## src/hw/rtl/gnnm_pkg.sv

```systemverilog
// Package for the gallery nearest-neighbor match block.
// Holds command, pose and status codes and the front-to-back request type.
package gnnm_pkg;

  typedef enum logic [1:0] {
    CMD_WRITE  = 2'd0,
    CMD_QUERY  = 2'd1,
    CMD_COMMIT = 2'd2,
    CMD_DELETE = 2'd3
  } cmd_t;

  typedef enum logic [1:0] {
    ST_ACCEPT   = 2'd0,
    ST_REJECT   = 2'd1,
    ST_NO_ENTRY = 2'd2,
    ST_BAD_POSE = 2'd3
  } status_t;

  localparam logic [1:0] POSE_BAD = 2'd3;
  localparam int POSES = 3;

  localparam logic [0:0] CFG_DIST = 1'b0;
  localparam logic [0:0] CFG_PCT  = 1'b1;

  localparam int DIST_W = 40;
  localparam int THR_W  = 20;
  localparam int PCT_W  = 14;

  // search request from front to back
  typedef struct packed {
    logic [1:0] pose;
  } search_req_t;

endpackage

```

## src/hw/rtl/gnnm_front.sv

```systemverilog
// Front end: takes requests, writes gallery/query memories and valid bits,
// and queues search requests. Depends on gnnm_pkg.
module gnnm_front #(
  parameter int ENTRIES     = 64,
  parameter int VECTOR_LEN  = 128,
  parameter int SAMPLE_BITS = 16,
  parameter int EW = 6,
  parameter int VW = 7
) (
  input  logic                          clk,
  input  logic                          rst_n,
  input  logic                          in_valid,
  output logic                          in_ready,
  input  logic [1:0]                    in_command,
  input  logic [5:0]                    in_entry,
  input  logic [1:0]                    in_pose,
  input  logic [6:0]                    in_element_index,
  input  logic [SAMPLE_BITS-1:0]        in_sample,
  input  logic                          in_last,
  // memory write ports
  output logic                          g_we,
  output logic [EW-1:0]                 g_entry,
  output logic [1:0]                    g_pose,
  output logic [VW-1:0]                 g_idx,
  output logic                          q_we,
  output logic [VW-1:0]                 q_idx,
  output logic [SAMPLE_BITS-1:0]        wr_sample,
  output logic [ENTRIES-1:0]            valid_bits,
  // queue to back end
  output logic                          req_valid,
  output gnnm_pkg::search_req_t         req,
  input  logic                          req_take,
  input  logic                          back_busy
);
  import gnnm_pkg::*;

  logic [ENTRIES-1:0] valid_r, valid_nxt;
  logic               qv_r;
  search_req_t        q_r;
  logic               acc, ent_ok, idx_ok;

  // memory contents change only while the back end is not searching
  assign in_ready  = !qv_r && !back_busy;
  assign acc       = in_valid && in_ready;
  assign ent_ok    = 32'(in_entry) < ENTRIES;
  assign idx_ok    = 32'(in_element_index) < VECTOR_LEN;
  assign g_we      = acc && (cmd_t'(in_command) == CMD_WRITE) && ent_ok && idx_ok &&
                     (in_pose != POSE_BAD);
  assign q_we      = acc && (cmd_t'(in_command) == CMD_QUERY) && idx_ok;
  assign g_entry   = in_entry[EW-1:0];
  assign g_pose    = in_pose;
  assign g_idx     = in_element_index[VW-1:0];
  assign q_idx     = in_element_index[VW-1:0];
  assign wr_sample = in_sample;
  assign valid_bits = valid_r;
  assign req_valid = qv_r;
  assign req       = q_r;

  always_comb begin
    valid_nxt = valid_r;
    if (acc && ent_ok) begin
      if (cmd_t'(in_command) == CMD_COMMIT) valid_nxt[in_entry[EW-1:0]] = 1'b1;
      if (cmd_t'(in_command) == CMD_DELETE) valid_nxt[in_entry[EW-1:0]] = 1'b0;
    end
  end

  always_ff @(posedge clk) begin
    if (!rst_n) begin
      valid_r <= '0;
      qv_r    <= 1'b0;
    end else begin
      valid_r <= valid_nxt;
      if (acc && (cmd_t'(in_command) == CMD_QUERY) && in_last) begin
        qv_r <= 1'b1;
      end else if (req_take) begin
        qv_r <= 1'b0;
      end
    end
  end

  always_ff @(posedge clk) begin
    if (acc) q_r.pose <= in_pose;
  end
endmodule

```

## config.mk

```make
export PLATFORM = sky130hd
export DESIGN_NAME = gnnm_front
export DESIGN_NICKNAME = d
export VERILOG_FILES = /design/src/hw/rtl/gnnm_pkg.sv /design/src/hw/rtl/gnnm_front.sv
export SDC_FILE = /design/constraint.sdc
export NUM_CORES = 1
export LEC_CHECK = 0
export ABC_CLOCK_PERIOD_IN_PS = 1450
export BUFFER_PORTS_ARGS = -buffer_cell sky130_fd_sc_hd__buf_2
export CAP_MARGIN = 20
export CORE_MARGIN = 2
export CORE_UTILIZATION = 42
export CTS_CLUSTER_DIAMETER = 30
export DETAILED_ROUTE_END_ITERATION = 16
export PLACE_DENSITY_LB_ADDON = 0.25
export SLEW_MARGIN = 20
export SYNTH_ARGS = -nofsm -noshare
export SYNTH_HDL_FRONTEND = slang
export SYNTH_SLANG_ARGS = --single-unit
```

## constraint.sdc

```tcl
create_clock -name clk -period 1.45 [get_ports clk]
set_input_delay 0.2175 -clock clk [delete_from_list [all_inputs] [get_ports clk]]
set_output_delay 0.2175 -clock clk [all_outputs]
set_load 0.05 [all_outputs]
```

== After elaboration in Yosys (flattened, before gate mapping) ==
Cells that the tools add are included.
Storage, ports and cells
  bits of input ports: 39
  flip-flop bits (word level): 67
  output and inout bits: 108
  logic and storage cells: 30
Operators by class
  bitwise logic cells: 3
  mux-type cells: 7
  eq/ne operators: 4
  order comparisons: 2
  reductions and logical operators: 11
Operators by type and width (number)
  2-to-1 mux 64 bit: 3
  AND 64 bit: 1
  inverter 64 bit: 1
  bitwise OR 64 bit: 1
  logical AND 1 bit: 7
  less-than comparator 6 x 7 -> 1 bit, second input constant: 1
  demux 1 bit (select 6 bit): 1
  greater-or-equal comparator 6 x 1 -> 1 bit, second input constant: 1
  == test 2 bit, second input constant: 2
  2-to-1 mux 1 bit: 3
  == test 2 x 1 -> 1 bit, second input constant: 1
  zero test 1 bit: 2
  zero test 2 bit: 1
  inequality test 2 bit, second input constant: 1
  nonzero test 2 bit: 1

== Depth between registers and ports, before layout ==
Gate-level depths: netlist of run 1.
  word-level depth: 9
  gate-level depth with buffers: 6
  depth with buffers taken out: 3

== Worst setup path after synthesis of run 1 ==
Ideal clock, no wire load.
  kind: register to register
  from: register qv_r (netlist: req_valid)
  to: register q_r (netlist bit req[0]) (enable)
  arrival: 1.516 ns
  cell stages (with the launch flop): 3
  setup time: 0.299 ns
  period minus slack after synthesis: 1.815 ns
  required time: 1.151 ns
  setup slack: -0.365 ns
  path buffers: 0
  cells stage by stage: dfxtp_1 nor2_1 and2_1
On the way
  word-level cells in the longest chain between the ends: 3
Ends and longest elaborated chain
  from (decl): line gnnm_front.sv:38  | logic qv_r;
  from (signal assigned): line gnnm_front.sv:70  | qv_r <= 1'b0;
  from (signal assigned): line gnnm_front.sv:74  | qv_r <= 1'b1;
  from (signal assigned): line gnnm_front.sv:76  | qv_r <= 1'b0;
  zero test 1 bit: line gnnm_front.sv:43  | assign in_ready = !qv_r && !back_busy;
  logical AND 1 bit: line gnnm_front.sv:43
  named net in_ready: line gnnm_front.sv:13  | output logic in_ready,
  logical AND 1 bit: line gnnm_front.sv:44  | assign acc = in_valid && in_ready;
  named net acc: line gnnm_front.sv:40  | logic acc, ent_ok, idx_ok;
  to (decl): line gnnm_front.sv:39  | search_req_t q_r;
The timed path passes the listed nets, and every way through them passes these cells.
A chain may end at the register's enable or synchronous reset.

== Worst setup path after layout of run 1 ==
  from: register qv_r (netlist: req_valid)
  to: register valid_r[6] (netlist: valid_bits[6])
On the way
  word-level cells in the longest chain between the ends: 3
Ends and longest elaborated chain
  zero test 1 bit: line gnnm_front.sv:43
  logical AND 1 bit: line gnnm_front.sv:43
  logical AND 1 bit: line gnnm_front.sv:44
  to (signal assigned): line gnnm_front.sv:72  | valid_r <= valid_nxt;
  to (decl): line gnnm_front.sv:37  | logic [ENTRIES-1:0] valid_r, valid_nxt;
Every way passes these cells.

==> flow_summary.toml, run 1 <==
[outcome]
outcome = "complete, but fails checks"
violations = "negative setup slack"

[critical_path]
reg2reg_depth = 4
worstPathMaxFanout = 8
end_kind = "flip-flop"
worstSetupPathType = "reg -> reg"
rrSetupSlack_ns = -0.09
start_kind = "flip-flop"
worstPathArrival_ns = 1.83
required_ns = 1.74

[placed_design]
io_buffers = 93
place.gp.congestion = 0.856
dp.final_hpwl_um = 6450
placed_cell_area_um2 = 3900

[finish]
fin_nets = 432
fin_area_um2 = 4350
areaGrowthSynthToFinish_pct = 36.4
n_antenna_cell = 0
utilization = 0.596
drive_above_1_share = 0.691

[timing]
slew_headroom = 0.715
hold_ws_ns = 0.0775
period_share = 1.06
layout_setup_ws_ns = -0.0912
drv_slew = 0
fin_crit_ns = 1.54
rsz0062_at_grt = "true"
skew_ns = 0.00368
hold_viol_final = 0
tns_ns = -1.38
finalSetupViolations = 34
worst_pin_slew_ns = 0.426
fmax_mhz = 649

[yosys]
syn_inst = 314
syn_nets = 353
synth_cell_types = 28
synth-main-ff-cell = "dfxtp_1"
synth_common_cells = "dfxtp_1 (65), nor3_1 (64), o221a_2 (64), buf_4 (38), clkbuf_1 (24)"
synth_edf_count = 2
async_flop_share = 0
synth_top_cell_area_share = 0.408
seq_area_frac_synth = 0.427
synth_area_um2 = 3190
ys_warn_count = 0
yosysMostFrequentCell = "dfxtp_1"
synth_seq_cells = 67
avgSynthCellArea_um2 = 10.1
yosys.area.top_type = "dfxtp_1"
synth.area.top_cells = "dfxtp_1 (41%), o221a_2 (23%), nor3_1 (10%)"

[routing]
num_vias = 2928
drt_iter0_drc = 202
wl_um = 10100
routedWlPerCell_um = 20.3
antenna_left = 0
drc = 0
viasPerCell = 5.89
drt_pass1_iterations = 5

[global_route]
antenna_found_initial = 0
grt_max_degree = 66
grt_pass1_vias = 2821
grt_overflow = 0
grt_pass1_wl_um = 15500
grt_use_total = 0.241

[power_and_ir_drop]
leakage_nw = 1.82
vdd_drop_max_uv = 384
p_per_area_nw_per_um2 = 960

[worst_hold_path]
hp-class = "in -> reg"
hold-path-cell-count = 1

[floorplanning]
fp.coreArea_um2 = 7290
std_cell_rows = 31
dieArea_um2 = 8300
dieHeight_um = 91.1
initial_utilization = 0.437
die_w_um = 91.1
pin_count = 147

[cts]
clk_latency_ns = 0.34
cts-hold-fix-buffers = 0
cts.sinks = 67
cts_buffers = 9
cts_max_path_buffers = 2
cts_root_buf = "clkbuf_8"
htree_num_levels = 3
cts_tree = "built"
path_clk_slew_ns = 0.08

[flow_run]
max_cap_viol_count = 0
placed cells by master (no fill, tap or decap), types with 2 or more instances in the layout:
cell type  instances
edfxtp_1           2
nand4_1            3
nand3_1            5
nor3_4             7
dfxtp_1           64
and3_4             2
buf_8              2
nor2b_1            2
buf_2             90
nand4b_1           3
bufinv_16          2
or4b_4             2
nor3_2            30
clkbuf_8          10
or3_1              2
nor2_1             2
nor3_1            27
buf_4             42
nand3b_1           6
or3b_2             5
o221a_2           64
clkbuf_16          3
buf_12             5
nand4bb_1          2
path summary, 6_finish.rpt:
| check | startpoint | to |
|---|---|---|
| min reg2reg | valid_bits[60]$_SDFFE_PN0P_ | valid_bits[60]$_SDFFE_PN0P_ |
| min | in_pose[1] | req[1]$_DFFE_PP_ |
| max reg2reg | req_valid$_SDFFE_PN0P_ | valid_bits[6]$_SDFFE_PN0P_ |
| max | req_valid$_SDFFE_PN0P_ | valid_bits[6]$_SDFFE_PN0P_ |
worst max-delay path, cell delays in order, from the launching register on:
cell	delay, ns
dfxtp_4	0.36
or4b_4	0.57
clkbuf_16	0.22
nor3_2	0.15
o221a_2	0.19
power breakdown:
group          internal (mW)  leakage [nW]  total [mW]  switching [mW]
Clock                   1.12         0.125        1.87           0.747
Sequential              1.85         0.543        1.85         0.00236
Combinational          0.148          1.15       0.448           0.301
flip-flops by register name, summed over array words and instances (netlist names):
signal      cells
req             2
req_valid       1
valid_bits     64
logic make-up after synthesis:
family,synth area share
and+or+nand+nor,0.199
buffers and inverters,0.144
AOI/OAI and AO/OA,0.230
DFF,0.427
per-stage QoR:
step / cells / total power, mW / setup WS, ns
after floorplan: 314 / 2.39 / -0.103
after global placement: 478 / 2.29 / -0.112
after global routing: 497 / 4.32 / -0.115
after CTS: 495 / 4.16 / -0.0793
final: 497 / 4.17 / -0.0912
after detailed placement: 478 / 2.29 / -0.125
routing by layer:
layer,GRT usage,vias to the layer above,part of all wire
met1,0.329,1398,0.45
met2,0.363,134,0.46
met3,0.0407,37,0.061
li1,-,1359,-
met5,0,-,0
met4,0.131,0,0.028
layout make-up:
type                    count  area [um^2]
clock buffers              11          163
repair buffers            142          973
multi-input cells         173         1640
flip-flops and latches     67         1370
fillers                   646         2950
clock inverters             5         80.1
well taps                  99          124
timing repair:
action / 4_1_cts / 5_1_grt
setup endpoints to repair: 34 / 54
pin swaps: 6 / 4
cloned: 1 / 2
resized for setup: 11 / 18
buffers inserted: 0 / 0
Power figures use the tool's default switching activity.
==> run 2: changes to the inputs <==
- ABC_AREA: default -> 1
- CORE_UTILIZATION: 42 -> 43
==> run 2 against run 1 <==
The flow still finishes with violations (negative setup slack); setup slack better by 0.048 ns; sequential cell count stayed put; maximum frequency is 3.2% higher; hold slack better by 0.030 ns; core utilization is 6.6 points lower; die area hardly changed; cell count is 31% higher; largest power group is now sequential cells.
==> flow_summary.toml, run 2 <==
[routing]
drt_iter0_drc = 192
drc = 0
wl_um = 8620
routedWlPerCell_um = 13.2
viasPerCell = 4.92
num_vias = 3214
drt_pass1_iterations = 4
antenna_left = 0

[power_and_ir_drop]
leakage_nw = 1.82
vdd_drop_max_uv = 424
p_per_area_nw_per_um2 = 949

[floorplanning]
pin_count = 147
initial_utilization = 0.447
dieArea_um2 = 8300
dieHeight_um = 91.1
std_cell_rows = 31
fp.coreArea_um2 = 7290
die_w_um = 91.1

[timing]
period_share = 1.03
fmax_mhz = 669
hold_ws_ns = 0.107
slew_headroom = 0.695
hold_viol_final = 0
tns_ns = -0.0437
fin_crit_ns = 1.49
layout_setup_ws_ns = -0.0437
worst_pin_slew_ns = 0.456
finalSetupViolations = 1
drv_slew = 0
rsz0062_at_grt = "true"
skew_ns = 0.00385

[yosys]
syn_inst = 485
async_flop_share = 0
synth_edf_count = 2
seq_area_frac_synth = 0.417
syn_nets = 524
yosysMostFrequentCell = "nand2_1"
yosys.area.top_type = "dfxtp_1"
synth_seq_cells = 67
synth-main-ff-cell = "dfxtp_1"
synth_area_um2 = 3260
avgSynthCellArea_um2 = 6.73
synth_top_cell_area_share = 0.399
ys_warn_count = 0
synth_common_cells = "nand2_1 (136), nor2_1 (132), a21oi_1 (65), dfxtp_1 (65), buf_4 (49)"
synth.area.top_cells = "dfxtp_1 (40%), nand2_1 (16%), nor2_1 (15%)"
synth_cell_types = 15

[cts]
htree_num_levels = 3
cts_tree = "built"
clk_latency_ns = 0.34
cts_max_path_buffers = 2
cts_root_buf = "clkbuf_8"
cts.sinks = 67
cts-hold-fix-buffers = 0
cts_buffers = 9
path_clk_slew_ns = 0.07

[finish]
areaGrowthSynthToFinish_pct = 18.6
fin_nets = 588
largest_reg_flops = 64
n_antenna_cell = 0
drive_above_1_share = 0.240
mostFrequentLayoutCells = "nand2_1 (135), nor2_1 (132), buf_2 (91)"
n_fill_cell = 748
final_common_cell = "nand2_1"
fin_area_um2 = 3870

[global_route]
grt_pass1_vias = 2948
antenna_found_initial = 0
grt_use_total = 0.213
grt_overflow = 0
grt_pass1_wl_um = 14200
grt_max_degree = 66

[placed_design]
dp.final_hpwl_um = 5700
place.gp.congestion = 0.799
placed_cell_area_um2 = 3630
io_buffers = 93

[flow_run]
max_cap_viol_count = 0

[critical_path]
start_kind = "flip-flop"
worstSetupPathType = "reg -> out"
worstPathMaxFanout = 4
worstPathArrival_ns = 1.28
required_ns = 1.23
end_kind = "primary output"

[outcome]
outcome = "complete, but fails checks"
violations = "negative setup slack"

[worst_hold_path]
hp-class = "in -> reg"
[run 2: changes by cell type after synthesis, sizes merged, moves of 9 or more]
| cell | change |
|---|---|
| a21oi | +64 |
| nor2 | +131 |
| inv | +9 |
| nand2 | +136 |
| nor3 | -63 |
| clkbuf | -24 |
| o221a | -64 |
[run 2: repair_timing]
| item | CTS | global route |
|---|---|---|
| buffers inserted | 4 | 0 |
| endpoints found under the hold margin | 0 | 0 |
| pin swaps | 2 | 2 |
| resized for setup | 5 | 1 |
| endpoints found under the setup margin | 2 | 6 |
[run 2: cell families (layout without fill, tap and decap cells)]
| kind of cell | after synthesis | in the layout | synth area share |
|---|---|---|---|
| and+or+nand+nor | 286 | 286 | 0.348 |
| buffers and inverters | 66 | 135 | 0.133 |
| DFF | 67 | 67 | 0.417 |
| AOI/OAI and AO/OA | 66 | 66 | 0.102 |
[run 2: area by class of cell]
type	instances	area, um^2	share of cell area
Clock buffer	14	173	0.0446
Clock inverter	2	10.0	0.00259
Inverter	9	36.3	0.00938
Multi-Input combinational cell	352	1500	0.388
Sequential cell	67	1370	0.353
Tap cell	99	124	0.0320
Timing Repair Buffer	110	659	0.170
[run 2: layer usage]
layer	track usage	wire (um)	vias to the layer above
li1	-	-	1616
met1	0.266	3670	1478
met2	0.336	4020	89
met3	0.0631	646	31
met4	0.104	278	0
met5	0	0	-
[run 2: worst paths after layout]
| kind | startpoint | end | slack, ns | cells after the start |
|---|---|---|---|---|
| worst max-delay path | req_valid$_SDFFE_PN0P_ | g_we | -0.04 | 6 |
| worst min-delay path | in_pose[1] | req[1]$_DFFE_PP_ | 0.11 | 1 |
| worst max register to register | req_valid$_SDFFE_PN0P_ | valid_bits[57]$_SDFFE_PN0P_ | 0.10 | 8 |
| worst min register to register | valid_bits[39]$_SDFFE_PN0P_ | valid_bits[39]$_SDFFE_PN0P_ | 0.47 | 2 |
[run 2: through the flow]
step | cells | utilization | power (mW) | worst slack [ns]
2_1_floorplan | 485 | - | 2.38 | -0.128
3_3_place_gp | 633 | 0.498 | 2.26 | 0.150
3_5_place_dp | 633 | 0.498 | 2.27 | 0.125
4_1_cts | 653 | 0.530 | 3.72 | -0.0668
5_1_grt | 653 | 0.531 | 3.84 | -0.103
6_report | 653 | 0.531 | 3.67 | -0.0437
[run 2: worst max-delay path, stage by stage, from the launching register on]
cell	delay, ns
dfxtp_4	0.35
nor2_4	0.10
nand2_4	0.09
inv_4	0.07
nand2_4	0.04
a21oi_4	0.13
buf_8	0.16
[run 2: where the power goes]
part / internal (mW) / leakage (nW) / switching [mW]
clock network: 0.757 / 0.0965 / 0.680
registers: 1.85 / 0.543 / 0.00205
logic: 0.106 / 1.18 / 0.275
total: 2.72 / 1.82 / 0.957
